## config.mk

```make
export PLATFORM = sky130hd
export DESIGN_NAME = mutex_table_with_wait_queues
export DESIGN_NICKNAME = d
export VERILOG_FILES = /design/src/mtwq_pkg.sv /design/src/mutex_table_with_wait_queues.sv /design/src/mtwq_ram.sv
export SDC_FILE = /design/constraint.sdc
export NUM_CORES = 1
export LEC_CHECK = 0
export CAP_MARGIN = 25
export CORE_ASPECT_RATIO = 1.25
export CORE_MARGIN = 4
export CORE_UTILIZATION = 55
export DETAILED_ROUTE_END_ITERATION = 16
export DONT_BUFFER_PORTS = 1
export PLACE_DENSITY = 0.7
export SETUP_SLACK_MARGIN = 0.2
export SLEW_MARGIN = 20
export SYNTH_ARGS = -nofsm -noshare
export SYNTH_HDL_FRONTEND = slang
export SYNTH_SLANG_ARGS = --single-unit
```

## constraint.sdc

```tcl
create_clock -name clk -period 7 [get_ports clk]
set_input_delay 1.4 -clock clk [delete_from_list [all_inputs] [get_ports clk]]
set_output_delay 1.4 -clock clk [all_outputs]
set_load 0.05 [all_outputs]
```

## src/mtwq_pkg.sv

```systemverilog
// mtwq_pkg: shared constants, codes and types for the mutex table with wait queues
// no dependencies; used by the top level
`default_nettype none

package mtwq_pkg;

  // default sizes handed to the top level parameters
  localparam int MAX_MUTEXES_DEF = 8;
  localparam int MAX_THREADS_DEF = 8;

  // fixed field widths
  localparam int TID_W     = 3;
  localparam int MID_W     = 3;
  localparam int STATUS_W  = 3;
  localparam int CFG_W     = 4;
  localparam int CFG_IDX_W = 1;
  localparam int TDATA_W   = 8;

  typedef enum logic [STATUS_W-1:0] {
    ST_GRANTED   = 3'd0,
    ST_ALREADY   = 3'd1,
    ST_BLOCK     = 3'd2,
    ST_RELEASED  = 3'd3,
    ST_NOT_OWNER = 3'd4,
    ST_BAD_ID    = 3'd5,
    ST_FULL      = 3'd6
  } status_t;

  typedef enum logic {
    FN_ACQUIRE = 1'b0,
    FN_RELEASE = 1'b1
  } func_t;

  // configuration register indexes
  localparam logic [CFG_IDX_W-1:0] CFG_THREAD_COUNT = 1'b0;
  localparam logic [CFG_IDX_W-1:0] CFG_MUTEX_COUNT  = 1'b1;

  localparam logic [CFG_W-1:0] THREAD_COUNT_RST = 4'd8;
  localparam logic [CFG_W-1:0] MUTEX_COUNT_RST  = 4'd8;

  // result beat, last field in the lowest bits
  typedef struct packed {
    logic [TID_W-1:0] woken_thread;
    logic             woken_valid;
    status_t          status;
  } result_t;

endpackage

`default_nettype wire

```

## src/mutex_table_with_wait_queues.sv

```systemverilog
// mutex_table_with_wait_queues: mutex owner table with a fifo wait ring per mutex
// depends on mtwq_pkg and mtwq_ram
//
// channel  dir  signals                         beat contents (lowest bit first)
// in_      in   in_tvalid/in_tready/in_tdata    func, thread_id, mutex_id, pad
// out_     out  out_tvalid/out_tready/out_tdata status, woken_valid, woken_thread, pad
// cfg_     in   cfg_we/cfg_index/cfg_wdata      0 thread_count, 1 mutex_count
//
// one request at a time: each beat waits on the registered read of the mutex table ram
// and, on a release that hands over to a waiter, on the dependent read of the wait ring
// ram at the ring head
// rst_n is synchronous; table entries carry valid bits so no clearing pass is needed
// a full output register with out_tready low holds the request in its last step
`default_nettype none

module mutex_table_with_wait_queues #(
  parameter int MAX_MUTEXES = mtwq_pkg::MAX_MUTEXES_DEF,
  parameter int MAX_THREADS = mtwq_pkg::MAX_THREADS_DEF
) (
  input  wire logic                               clk,
  input  wire logic                               rst_n,
  // request
  input  wire logic                               in_tvalid,
  output logic                                    in_tready,
  input  wire logic [mtwq_pkg::TDATA_W-1:0]       in_tdata,   // func, thread_id, mutex_id
  // result
  output logic                                    out_tvalid,
  input  wire logic                               out_tready,
  output logic      [mtwq_pkg::TDATA_W-1:0]       out_tdata,  // status, woken_valid, woken_thread
  // configuration
  input  wire logic                               cfg_we,
  input  wire logic [mtwq_pkg::CFG_IDX_W-1:0]     cfg_index,
  input  wire logic [mtwq_pkg::CFG_W-1:0]         cfg_wdata
);

  localparam int TID_W  = mtwq_pkg::TID_W;
  localparam int MID_W  = mtwq_pkg::MID_W;
  localparam int MIW    = (MAX_MUTEXES > 1) ? $clog2(MAX_MUTEXES) : 1;
  localparam int PW     = $clog2(MAX_THREADS);         // ring pointer
  localparam int CW     = $clog2(MAX_THREADS + 1);     // waiter count
  localparam int RDEPTH = MAX_MUTEXES * MAX_THREADS;
  localparam int RAW    = $clog2(RDEPTH);

  // one mutex table entry; free is the inverse of owner_valid
  typedef struct packed {
    logic             owner_valid;
    logic [TID_W-1:0] owner_thread;
    logic [PW-1:0]    head;
    logic [PW-1:0]    tail;
    logic [CW-1:0]    count;
  } entry_t;

  localparam int EW = $bits(entry_t);

  typedef enum logic [1:0] {
    S_IDLE,
    S_LOOKUP,
    S_WAKE
  } state_t;

  state_t                   state_r, state_nxt;
  mtwq_pkg::func_t          func_r;
  logic [TID_W-1:0]         tid_r;
  logic [MID_W-1:0]         mid_r;
  logic [mtwq_pkg::CFG_W-1:0] thr_cfg_r, mtx_cfg_r;
  logic [MAX_MUTEXES-1:0]   tbl_vld_r;
  logic                     out_tvalid_r;
  mtwq_pkg::result_t        out_res_r;

  // ram ports
  logic                     tbl_we, tbl_re;
  logic [MIW-1:0]           tbl_raddr, tbl_idx;
  entry_t                   tbl_wdata;
  logic [EW-1:0]            tbl_rdata;
  logic                     ring_we, ring_re;
  logic [RAW-1:0]           ring_waddr, ring_raddr;
  logic [TID_W-1:0]         ring_wdata, ring_rdata;

  // lookup datapath
  logic [CW-1:0]            tc_c;
  logic                     bad_c, is_owner_c, out_free_c, res_load;
  entry_t                   ent_c;
  mtwq_pkg::result_t        res_nxt;

  // ring pointer step, wrapping at the effective thread count
  function automatic logic [PW-1:0] ring_adv(input logic [PW-1:0] p,
                                             input logic [CW-1:0] tc);
    logic [CW-1:0] p1;
    p1 = CW'(p) + CW'(1);
    return (p1 >= tc) ? '0 : PW'(p1);
  endfunction

  function automatic logic [RAW-1:0] ring_slot(input logic [MID_W-1:0] m,
                                               input logic [PW-1:0] p);
    return RAW'(32'(m) * MAX_THREADS + 32'(p));
  endfunction

  mtwq_ram #(.WIDTH(EW), .DEPTH(MAX_MUTEXES)) u_tbl (
    .clk   (clk),
    .we    (tbl_we),
    .waddr (tbl_idx),
    .wdata (tbl_wdata),
    .re    (tbl_re),
    .raddr (tbl_raddr),
    .rdata (tbl_rdata)
  );

  mtwq_ram #(.WIDTH(TID_W), .DEPTH(RDEPTH)) u_ring (
    .clk   (clk),
    .we    (ring_we),
    .waddr (ring_waddr),
    .wdata (ring_wdata),
    .re    (ring_re),
    .raddr (ring_raddr),
    .rdata (ring_rdata)
  );

  // effective thread count: zero reads as one, large values clamp
  always_comb begin
    if (thr_cfg_r == '0) begin
      tc_c = CW'(1);
    end else if (32'(thr_cfg_r) > MAX_THREADS) begin
      tc_c = CW'(MAX_THREADS);
    end else begin
      tc_c = CW'(thr_cfg_r);
    end
  end

  assign bad_c = (32'(mid_r) >= ((32'(mtx_cfg_r) > MAX_MUTEXES) ? 32'(MAX_MUTEXES)
                                                                 : 32'(mtx_cfg_r)))
              || (32'(tid_r) >= 32'(tc_c));

  assign tbl_idx    = MIW'(mid_r);
  // an entry never written reads as its reset value
  assign ent_c      = tbl_vld_r[tbl_idx] ? entry_t'(tbl_rdata) : '0;
  assign is_owner_c = ent_c.owner_valid && (ent_c.owner_thread == tid_r);
  assign out_free_c = !out_tvalid_r || out_tready;

  assign in_tready  = (state_r == S_IDLE);
  assign tbl_re     = (state_r == S_IDLE) && in_tvalid;
  assign tbl_raddr  = MIW'(in_tdata[1+TID_W +: MID_W]);
  assign ring_waddr = ring_slot(mid_r, ent_c.tail);
  assign ring_raddr = ring_slot(mid_r, ent_c.head);
  assign ring_wdata = tid_r;

  // read, modify, write back of one table entry
  always_comb begin
    state_nxt = state_r;
    tbl_we    = 1'b0;
    tbl_wdata = ent_c;
    ring_we   = 1'b0;
    ring_re   = 1'b0;
    res_load  = 1'b0;
    res_nxt   = '0;
    unique case (state_r)
      S_IDLE: begin
        if (in_tvalid) begin
          state_nxt = S_LOOKUP;
        end
      end
      S_LOOKUP: begin
        if (!bad_c && func_r == mtwq_pkg::FN_RELEASE && is_owner_c && ent_c.count != '0) begin
          // handover: fetch the oldest waiter first
          ring_re   = 1'b1;
          state_nxt = S_WAKE;
        end else if (out_free_c) begin
          res_load  = 1'b1;
          state_nxt = S_IDLE;
          if (bad_c) begin
            res_nxt.status = mtwq_pkg::ST_BAD_ID;
          end else if (func_r == mtwq_pkg::FN_ACQUIRE) begin
            if (is_owner_c) begin
              res_nxt.status = mtwq_pkg::ST_ALREADY;
            end else if (!ent_c.owner_valid) begin
              tbl_we                 = 1'b1;
              tbl_wdata.owner_valid  = 1'b1;
              tbl_wdata.owner_thread = tid_r;
              res_nxt.status         = mtwq_pkg::ST_GRANTED;
            end else if (ent_c.count >= tc_c) begin
              res_nxt.status = mtwq_pkg::ST_FULL;
            end else begin
              // enqueue at the ring tail
              ring_we         = 1'b1;
              tbl_we          = 1'b1;
              tbl_wdata.tail  = ring_adv(ent_c.tail, tc_c);
              tbl_wdata.count = ent_c.count + CW'(1);
              res_nxt.status  = mtwq_pkg::ST_BLOCK;
            end
          end else if (is_owner_c) begin
            // release with nobody waiting
            tbl_we                 = 1'b1;
            tbl_wdata.owner_valid  = 1'b0;
            tbl_wdata.owner_thread = '0;
            res_nxt.status         = mtwq_pkg::ST_RELEASED;
          end else begin
            res_nxt.status = mtwq_pkg::ST_NOT_OWNER;
          end
        end
      end
      S_WAKE: begin
        if (out_free_c) begin
          tbl_we                 = 1'b1;
          tbl_wdata.owner_thread = ring_rdata;
          tbl_wdata.head         = ring_adv(ent_c.head, tc_c);
          tbl_wdata.count        = ent_c.count - CW'(1);
          res_load               = 1'b1;
          res_nxt.status         = mtwq_pkg::ST_RELEASED;
          res_nxt.woken_valid    = 1'b1;
          res_nxt.woken_thread   = ring_rdata;
          state_nxt              = S_IDLE;
        end
      end
      default: begin
        state_nxt = S_IDLE;
      end
    endcase
  end

  always_ff @(posedge clk) begin
    if (!rst_n) begin
      state_r      <= S_IDLE;
      out_tvalid_r <= 1'b0;
      tbl_vld_r    <= '0;
      thr_cfg_r    <= mtwq_pkg::THREAD_COUNT_RST;
      mtx_cfg_r    <= mtwq_pkg::MUTEX_COUNT_RST;
    end else begin
      state_r <= state_nxt;
      if (cfg_we) begin
        unique case (cfg_index)
          mtwq_pkg::CFG_THREAD_COUNT: thr_cfg_r <= cfg_wdata;
          mtwq_pkg::CFG_MUTEX_COUNT:  mtx_cfg_r <= cfg_wdata;
          default: begin
          end
        endcase
      end
      if (tbl_we) begin
        tbl_vld_r[tbl_idx] <= 1'b1;
      end
      // capture request fields on the accepted beat
      if (tbl_re) begin
        func_r <= mtwq_pkg::func_t'(in_tdata[0]);
        tid_r  <= in_tdata[1 +: TID_W];
        mid_r  <= in_tdata[1+TID_W +: MID_W];
      end
      // output register parts the result side from the table update
      if (res_load) begin
        out_tvalid_r <= 1'b1;
        out_res_r    <= res_nxt;
      end else if (out_tready) begin
        out_tvalid_r <= 1'b0;
      end
    end
  end

  assign out_tvalid = out_tvalid_r;
  assign out_tdata  = {{(mtwq_pkg::TDATA_W - $bits(mtwq_pkg::result_t)){1'b0}}, out_res_r};

  // a woken thread only ever comes with a release
  a_woken_release: assert property (@(posedge clk) disable iff (!rst_n)
    out_tvalid_r && out_res_r.woken_valid |-> out_res_r.status == mtwq_pkg::ST_RELEASED)
    else $error("woken thread reported without a release");

  // an accepted beat always goes on to the table lookup
  a_accept_lookup: assert property (@(posedge clk) disable iff (!rst_n)
    rst_n && in_tvalid && in_tready |=> state_r == S_LOOKUP)
    else $error("accepted beat did not start a lookup");

  // the wake step follows the ring read issued from the lookup
  a_wake_order: assert property (@(posedge clk) disable iff (!rst_n)
    state_r == S_WAKE |-> $past(state_r) == S_LOOKUP || $past(state_r) == S_WAKE)
    else $error("wake step entered without a ring read");

  // table writes only happen once read data is at hand
  a_write_state: assert property (@(posedge clk) disable iff (!rst_n)
    tbl_we |-> state_r != S_IDLE)
    else $error("table written while idle");

  // a ring never holds more waiters than it has slots, and never enqueues and dequeues together
  a_count_bound: assert property (@(posedge clk) disable iff (!rst_n)
    tbl_we |-> 32'(tbl_wdata.count) <= MAX_THREADS && !(ring_we && ring_re))
    else $error("wait ring overfilled or enqueue and dequeue together");

endmodule

`default_nettype wire

```

## src/mtwq_ram.sv

```systemverilog
// mtwq_ram: generic single write port, single read port ram with registered read
// no dependencies
`default_nettype none

module mtwq_ram #(
  parameter int WIDTH = 8,
  parameter int DEPTH = 8,
  localparam int AW = (DEPTH > 1) ? $clog2(DEPTH) : 1
) (
  input  wire logic             clk,
  input  wire logic             we,
  input  wire logic [AW-1:0]    waddr,
  input  wire logic [WIDTH-1:0] wdata,
  input  wire logic             re,
  input  wire logic [AW-1:0]    raddr,
  output logic      [WIDTH-1:0] rdata
);

  logic [WIDTH-1:0] mem_r [DEPTH];
  logic [WIDTH-1:0] rdata_r;

  always_ff @(posedge clk) begin
    if (we) begin
      mem_r[waddr] <= wdata;
    end
    if (re) begin
      rdata_r <= mem_r[raddr];
    end
  end

  assign rdata = rdata_r;

endmodule

`default_nettype wire

```

### Word-level counts from Yosys, hierarchy flattened

Memories as Yosys holds them, arrays and structs flattened. A register that Yosys moved wholly into a read port is not among the register bits.
Cells that the tools add are included.

* multiplexer cells: 72
* reduce and logical (&&, ||, !) cells: 19
* add/sub/neg operators: 6
* magnitude comparators: 9
* bitwise gates (word level): 2
* equality and inequality tests: 4

Operators with widths (count)
* 7-bit 2-to-1 mux: 7
* 4-bit 2-to-1 mux: 11
* 3-bit 2-to-1 mux: 13
* 1-bit 2-to-1 mux: 28
* 14-bit 2-to-1 mux: 1
* 6-bit by 3-bit adder with 6-bit output: 2
* 4-bit greater-or-equal comparator: 3
* 3-bit one-hot mux with 2 select lines: 2
* 2-bit AND reduction: 5
* 3-bit by 1-bit adder with 4-bit output (second input constant): 2
* 3-bit by 4-bit greater-or-equal comparator with 1-bit output: 2
* 4-bit greater-than comparator (second input constant): 2
* 8-bit OR: 1
* 4-bit one-hot mux with 2 select lines: 1
* 1-bit logical AND: 6
* 2-bit 2-to-1 mux: 3
* 6-bit 2-to-1 mux: 1
* 2-bit one-hot mux with 3 select lines: 1
* 4-bit by 1-bit adder with 4-bit output (second input constant): 1
* 4-bit logical NOT: 1
* 3-bit by 4-bit less-than comparator with 1-bit output (second input constant): 1
* 1-bit one-hot mux with 2 select lines: 2
* 4-bit nonzero test: 1
* 4-bit by 1-bit subtractor with 4-bit output (second input constant): 1
* other kinds (12): 14

* register bits: 33
* output and inout port bits: 10
* RAM bits: 304
* memories: 2

Memories
* u_ring.mem_r: words 64, width 3, read ports 1, clocked after Yosys merged registers in 1, write ports 1, RTL line mtwq_ram.sv:19 `logic [WIDTH-1:0] mem_r [DEPTH];`
* u_tbl.mem_r: words 8, width 14, read ports 1, clocked after Yosys merged registers in 1, write ports 1, RTL line mtwq_ram.sv:19

### Logic depth before layout (Yosys ltp)

* depth in word-level cells: 14
* mapped depth: 17
* mapped depth without buffers: 13

### By module

From an unflattened synthesis, not the netlist that was laid out.

* cell total of the unflattened synthesis: 928
* area total of the unflattened synthesis: 15423.5 µm²

By module, submodules not included
* mtwq_ram (u_ring): instances 1, area each 7938.9 µm², seq. area each 5855.6 µm², cells an instance 418
* mtwq_ram (u_tbl): instances 1, area each 4775.8 µm², seq. area each 3783.6 µm², cells an instance 188
* mutex_table_with_wait_queues: instances 1, area each 2708.8 µm², seq. area each 800.8 µm², cells an instance 322

### Worst setup path before layout

No wires, ideal clock.

* path kind: register to register
* from: register mid_r[2]
* to: memory u_tbl.mem_r[0][0] (netlist name), enable pin
* setup slack: 2.067 ns
* required time: 6.597 ns
* buffers on the path: 4
* stages on the path, launching flop included: 18
* data arrival time: 4.530 ns
* clock period less this slack: 4.933 ns
* cell sequence: edfxtp_1 -> buf_4 -> or3b_2 -> a21o_1 -> nand3_1 -> buf_2 -> buf_2 -> nand2_1 -> inv_1 -> ha_1 -> a211o_1 -> nor3_1 -> nand2b_1 -> a41o_1 -> o22ai_1 -> a21oi_1 -> clkbuf_1 -> nor3_1

* cells in the longest elaborated chain, start to end: 14
* elaborated cells on any way between the ends: 24
* classes of those cells: 2 x order compare; 1 x eq/ne; 14 x mux; 7 x reduce/logical

Ends and longest elaborated chain
* from (decl): RTL line mutex_table_with_wait_queues.sv:64 `logic [MID_W-1:0] mid_r;`
* from (signal assigned): RTL line mutex_table_with_wait_queues.sv:243 `mid_r <= in_tdata[1+TID_W +: MID_W];`
* 1-bit binary-select mux with 3-bit select: RTL line mutex_table_with_wait_queues.sv:135 `assign ent_c = tbl_vld_r[tbl_idx] ? entry_t'(tbl_rdata) : '0;`
* 1-bit 2-to-1 mux (not written as such): RTL line mutex_table_with_wait_queues.sv:135
* 14-bit 2-to-1 mux: RTL line mutex_table_with_wait_queues.sv:135
* 4-bit greater-or-equal comparator: RTL line mutex_table_with_wait_queues.sv:179 `end else if (ent_c.count >= tc_c) begin`
* 1-bit 2-to-1 mux: RTL line mutex_table_with_wait_queues.sv:179
* 1-bit 2-to-1 mux: RTL line mutex_table_with_wait_queues.sv:174 `end else if (!ent_c.owner_valid) begin`
* 1-bit 2-to-1 mux: RTL line mutex_table_with_wait_queues.sv:172 `if (is_owner_c) begin`
* 1-bit 2-to-1 mux: RTL line mutex_table_with_wait_queues.sv:171 `end else if (func_r == mtwq_pkg::FN_ACQUIRE) begin`
* 1-bit 2-to-1 mux: RTL line mutex_table_with_wait_queues.sv:169 `if (bad_c) begin`
* 1-bit 2-to-1 mux: RTL line mutex_table_with_wait_queues.sv:166 `end else if (out_free_c) begin`
* 1-bit 2-to-1 mux: RTL line mutex_table_with_wait_queues.sv:162 `if (!bad_c && func_r == mtwq_pkg::FN_RELEASE && is_owner_c && ent_c.count != '0) begin`
* 1-bit one-hot mux with 2 select lines: RTL line mutex_table_with_wait_queues.sv:155 `unique case (state_r)`
* 1-bit 2-to-1 mux: RTL line mtwq_ram.sv:23 `if (we) begin`
* 1-bit 2-to-1 mux (not written as such): RTL line mtwq_ram.sv:24 `mem_r[waddr] <= wdata;`
* to (decl): RTL line mtwq_ram.sv:19

Parallel ways exist; a longest one is shown, timed or not. The select of a mux whose other input is x is not followed.

### Worst setup path after layout

* from: register mid_r[0]
* to: memory u_ring.mem_r[51][2] (netlist name), enable pin

* cells in the longest elaborated chain, start to end: 14
* elaborated cells on any way between the ends: 24
* classes of those cells: 1 x add/sub; 2 x order compare; 1 x eq/ne; 13 x mux; 7 x reduce/logical

Ends and longest elaborated chain (RTL line)
* 1-bit binary-select mux with 3-bit select: mutex_table_with_wait_queues.sv:135
* 1-bit 2-to-1 mux (not written as such): mutex_table_with_wait_queues.sv:135
* 14-bit 2-to-1 mux: mutex_table_with_wait_queues.sv:135
* 4-bit greater-or-equal comparator: mutex_table_with_wait_queues.sv:179
* 1-bit 2-to-1 mux: mutex_table_with_wait_queues.sv:179
* 1-bit 2-to-1 mux: mutex_table_with_wait_queues.sv:174
* 1-bit 2-to-1 mux: mutex_table_with_wait_queues.sv:172
* 1-bit 2-to-1 mux: mutex_table_with_wait_queues.sv:171
* 1-bit 2-to-1 mux: mutex_table_with_wait_queues.sv:169
* 1-bit 2-to-1 mux: mutex_table_with_wait_queues.sv:166
* 1-bit 2-to-1 mux: mutex_table_with_wait_queues.sv:162
* 1-bit 2-to-1 mux: mutex_table_with_wait_queues.sv:155
* 1-bit 2-to-1 mux: mtwq_ram.sv:23
* 1-bit 2-to-1 mux (not written as such): mtwq_ram.sv:24
* to (decl): mtwq_ram.sv:19

Parallel ways exist; a longest one is shown, timed or not. The select of a mux whose other input is x is not followed.

==> impl_metrics.prom <==
# TYPE chip_impl_metric gauge
chip_impl_info{name="run_status",value="completed"} 1
chip_impl_metric{name="num_vias",unit=""} 9616
chip_impl_metric{name="layout.filler_cells",unit=""} 2068
chip_impl_metric{name="globalRouteOverflowTotal",unit=""} 0
chip_impl_metric{name="cts_setup_buffers",unit=""} 0
chip_impl_metric{name="finalNetCount",unit=""} 1132
chip_impl_metric{name="clock_pin_slew_on_the_worst_setup_and_hold_paths",unit="ns"} 0.06
chip_impl_metric{name="wl_final",unit="um"} 37300
chip_impl_metric{name="period_needed",unit="ns"} 5.40
chip_impl_info{name="root_buffer",value="sky130_fd_sc_hd__clkbuf_16"} 1
chip_impl_info{name="cp-start-kind",value="register"} 1
chip_impl_info{name="yosys_most_used_dff",value="sky130_fd_sc_hd__edfxtp_1"} 1
chip_impl_metric{name="clock_tree.htree_level_count",unit=""} 2
chip_impl_metric{name="antenna_cells_inserted",unit=""} 0
chip_impl_info{name="type_of_destination_of_the_critical_path",value="register"} 1
chip_impl_metric{name="routed_wire_length_per_instance",unit="um"} 25.5
chip_impl_metric{name="areaGrowthSynthToFinish",unit="%"} 10.1
chip_impl_info{name="hold_path_end",value="tbl_vld_r[4]"} 1
chip_impl_metric{name="initial_core_util",unit="%"} 56.3
chip_impl_metric{name="finalWorstSetupSlack",unit="ns"} 1.60
chip_impl_metric{name="total_leakage_power",unit="nW"} 5.66
chip_impl_info{name="cp_cell_sequence",value="nor2_2, a31o_2, o31ai_1, inv_1, ha_1, a211o_1, nor3_1, a21boi_1, a2111oi_4, buf_4, nand4_1, nor2_1"} 1
chip_impl_metric{name="r2r_slack",unit="ns"} 1.60
chip_impl_metric{name="finalWeightedCongestion",unit=""} 0.949
chip_impl_metric{name="floorplan.die_area",unit="um2"} 31300
chip_impl_metric{name="synth_seq_cells",unit=""} 354
chip_impl_info{name="min-delay-path-class",value="register to register"} 1
chip_impl_metric{name="dp.final_hpwl",unit="um"} 23300
chip_impl_metric{name="cts_num_sinks",unit=""} 354
chip_impl_metric{name="crit_fanout",unit=""} 22
chip_impl_metric{name="grt_antenna_before_repair",unit=""} 0
chip_impl_metric{name="synth-seq-area-share",unit="%"} 66.6
chip_impl_metric{name="tightest_slew",unit="ns"} 0.948
chip_impl_metric{name="postSynth.asyncResetShare",unit="%"} 0
chip_impl_metric{name="timing.max_slew.rel_slack",unit="%"} 36.1
chip_impl_metric{name="timing.hold.ws",unit="ns"} 0.451
chip_impl_metric{name="yosys.cell_types.count",unit=""} 78
chip_impl_metric{name="setup_tns",unit="ns"} 0
chip_impl_metric{name="final_cycle_utilization_of_the_critical_path",unit="%"} 77.2
chip_impl_metric{name="syn-mean-instance-area",unit="um2"} 14.5
chip_impl_metric{name="post_cts_resized",unit=""} 0
chip_impl_metric{name="portBuffers",unit=""} 0
chip_impl_metric{name="detail_route.iter0.violations",unit=""} 1021
chip_impl_metric{name="row_count",unit=""} 68
chip_impl_metric{name="cts_hold_repair.buffers",unit=""} 0
chip_impl_metric{name="place_area",unit="um2"} 16100
chip_impl_info{name="worst_path_dominant_cell_family",value="compound AO/OA/AOI/OAI gates"} 1
chip_impl_metric{name="vias_per_cell",unit=""} 6.56
chip_impl_metric{name="buf_inv_stages_crit_path",unit=""} 2
chip_impl_metric{name="worst_clock_skew",unit="ns"} 0.00966
chip_impl_info{name="cpMaxStageDelayCell",value="sky130_fd_sc_hd__edfxtp_1"} 1
chip_impl_info{name="crit_type",value="register to register"} 1
chip_impl_metric{name="timing.fmax",unit="GHz"} 0.185
chip_impl_metric{name="maxSlewViolCount",unit=""} 0
chip_impl_metric{name="multi_input_area",unit="um2"} 4920
chip_impl_metric{name="die_height",unit="um"} 197
chip_impl_info{name="worstReg2RegEnd",value="u_ring.mem_r[51][2]"} 1
chip_impl_metric{name="synthesis.instances",unit=""} 1080
chip_impl_metric{name="critical_path_arrival",unit="ns"} 5.58
chip_impl_metric{name="grt_max_degree",unit=""} 71
chip_impl_info{name="critical_path.startpoint",value="mid_r[0]"} 1
chip_impl_info{name="tritoncts",value="done"} 1
chip_impl_metric{name="r2r.worst_path.cells",unit=""} 12
chip_impl_metric{name="route.antenna.remaining_nets",unit=""} 0
chip_impl_info{name="setup_repair_after_global_routing_missed_its_margin",value="false"} 1
chip_impl_metric{name="io_pins",unit=""} 28
chip_impl_metric{name="final-hold-violation-count",unit=""} 0
chip_impl_metric{name="global_routing_usage_summed_across_all_routing_layers",unit="%"} 24.1
chip_impl_metric{name="insertion_delay",unit="ns"} 0.52
chip_impl_metric{name="worst_ir_drop_on_vdd",unit="uV"} 217
chip_impl_metric{name="timing.max_cap.violations",unit=""} 0
chip_impl_metric{name="cts_inserted_buffers",unit=""} 36
chip_impl_metric{name="critical-path-max-stage-delay",unit="ns"} 0.95
chip_impl_metric{name="layout-drive-gt1-share",unit="%"} 15.9
chip_impl_metric{name="setup_viol",unit=""} 0
chip_impl_metric{name="global_route_wire_length_before_repair",unit="um"} 58000
chip_impl_metric{name="design_area",unit="um2"} 17300
chip_impl_metric{name="detail_route.drc_violations",unit=""} 0
chip_impl_metric{name="core_area",unit="um2"} 27800
chip_impl_metric{name="required",unit="ns"} 7.18
chip_impl_metric{name="sequential_cell_area",unit="um2"} 10400
chip_impl_metric{name="number_of_synthesis_warnings",unit=""} 0
chip_impl_metric{name="pre_cts_slack",unit="ns"} 1.65
chip_impl_info{name="hp-start",value="tbl_vld_r[4]"} 1
chip_impl_metric{name="holdPathStages",unit=""} 2
chip_impl_metric{name="number_of_iterations_in_the_first_detailed_routing_pass",unit=""} 5
chip_impl_metric{name="max-clock-path-buffers",unit=""} 3
chip_impl_metric{name="chipWidth",unit="um"} 159
chip_impl_metric{name="edff_count_synth",unit=""} 335
chip_impl_metric{name="synthesis.area",unit="um2"} 15700
chip_impl_metric{name="synthesis.nets",unit=""} 1123
chip_impl_metric{name="power_density",unit="nW/um2"} 251
chip_impl_metric{name="number_of_global_route_vias_before_repair",unit=""} 9763
chip_impl_info{name="r2r-start",value="mid_r[0]"} 1
[cell type report]
cell class,instances,area share [%]
clock buffer,42,5.60
clock inverter,22,0.892
inverter,25,0.544
multi-input combinational,640,28.5
sequential,354,60.5
tap,350,2.54
timing repair buffer,32,1.39
[sequential cells by signal, summed over array words and instances (netlist names), 4 cells and up]
signal,cells
u_ring.mem_r,192
u_tbl.mem_r,112
u_tbl.rdata,14
thr_cfg_r,4
mtx_cfg_r,4
tbl_vld_r,8
out_tdata,7
[power by group]
| part | internal (W) | switching (W) | total, W |
|---|---|---|---|
| combinational | 0.0000669 | 0.000117 | 0.000184 |
| sequential | 0.00231 | 0.0000176 | 0.00233 |
| clock | 0.00103 | 0.000784 | 0.00181 |
| total | 0.00341 | 0.000918 | 0.00433 |
[worst min-delay path, cell delays in order, from the launching register on]
cell                      delay [ns]
sky130_fd_sc_hd__dfxtp_1        0.33
sky130_fd_sc_hd__nand2_1        0.05
sky130_fd_sc_hd__o31ai_1        0.05
[how the worst max path moves through the flow]
stage	endpoint	slack [ns]	cells after the start
4_1_cts	u_ring.mem_r[51][2]	1.64	12
5_1_grt	u_ring.mem_r[51][1]	1.27	12
2_1_floorplan	u_tbl.mem_r[0][0]	2.07	17
6_report	u_ring.mem_r[51][2]	1.60	12
3_3_place_gp	u_ring.mem_r[43][1]	1.75	12
3_5_place_dp	u_ring.mem_r[51][2]	1.65	12
[cells in the final DEF (no fill, tap or decap), types with 26 or more instances in the layout]
cell / count
sky130_fd_sc_hd__mux4_2: 30
sky130_fd_sc_hd__nor2_1: 89
sky130_fd_sc_hd__buf_4: 32
sky130_fd_sc_hd__clkbuf_16: 38
sky130_fd_sc_hd__mux2i_1: 39
sky130_fd_sc_hd__mux2_2: 33
sky130_fd_sc_hd__o21ai_0: 39
sky130_fd_sc_hd__a21oi_1: 26
sky130_fd_sc_hd__nand2_1: 70
sky130_fd_sc_hd__edfxtp_1: 335
[logic make-up after synthesis]
logic type               count (synthesis)  synth area share (%)
flip-flops                             354                  66.6
AND/OR/NAND/NOR                        277                  8.86
AO/OA/AOI/OAI                          229                  10.7
multiplexers                           102                  9.18
buffers and inverters                   86                  2.28
adder cells (fa/ha/maj)                 25                  2.00
XOR/XNOR                                 6                 0.335
other                                    1                0.0239
[through the flow]
stage	power [W]	utilization, %	instances
6_report	0.00433	62.0	1465
5_1_grt	0.00446	62.0	1465
4_1_cts	0.00435	62.0	1465
3_5_place_dp	0.00256	58.0	1401
3_3_place_gp	0.00256	58.0	1401
2_1_floorplan	0.00251	-	1080
[metal layers]
metal | GRT usage, % | wire length (um)
met3 | 3.66 | 2410
met1 | 30.5 | 14300
met2 | 42.3 | 19100
met4 | 9.87 | 1530
met5 | 0 | 0
[synth_stat cells (11+ instances only)]
cell type	count	area (um2)
sky130_fd_sc_hd__mux2_2	33	372
sky130_fd_sc_hd__ha_1	25	313
sky130_fd_sc_hd__mux2i_1	39	390
sky130_fd_sc_hd__nand2_1	70	263
sky130_fd_sc_hd__o31ai_1	19	143
sky130_fd_sc_hd__a31oi_1	11	68.8
sky130_fd_sc_hd__nand3_1	17	85.1
sky130_fd_sc_hd__clkbuf_1	45	169
sky130_fd_sc_hd__nor2b_1	16	100
sky130_fd_sc_hd__and2_1	11	68.8
sky130_fd_sc_hd__mux4_2	30	676
sky130_fd_sc_hd__nand2b_1	19	119
sky130_fd_sc_hd__inv_1	23	86.3
sky130_fd_sc_hd__a22oi_1	14	105
sky130_fd_sc_hd__a221oi_1	19	166
sky130_fd_sc_hd__edfxtp_1	335	10100
sky130_fd_sc_hd__o21ai_0	39	195
sky130_fd_sc_hd__dfxtp_1	19	380
sky130_fd_sc_hd__a211oi_1	15	113
sky130_fd_sc_hd__nor3_1	21	105
sky130_fd_sc_hd__nor2_1	89	334
sky130_fd_sc_hd__a21oi_1	26	130
Power figures use the tool's default switching activity.
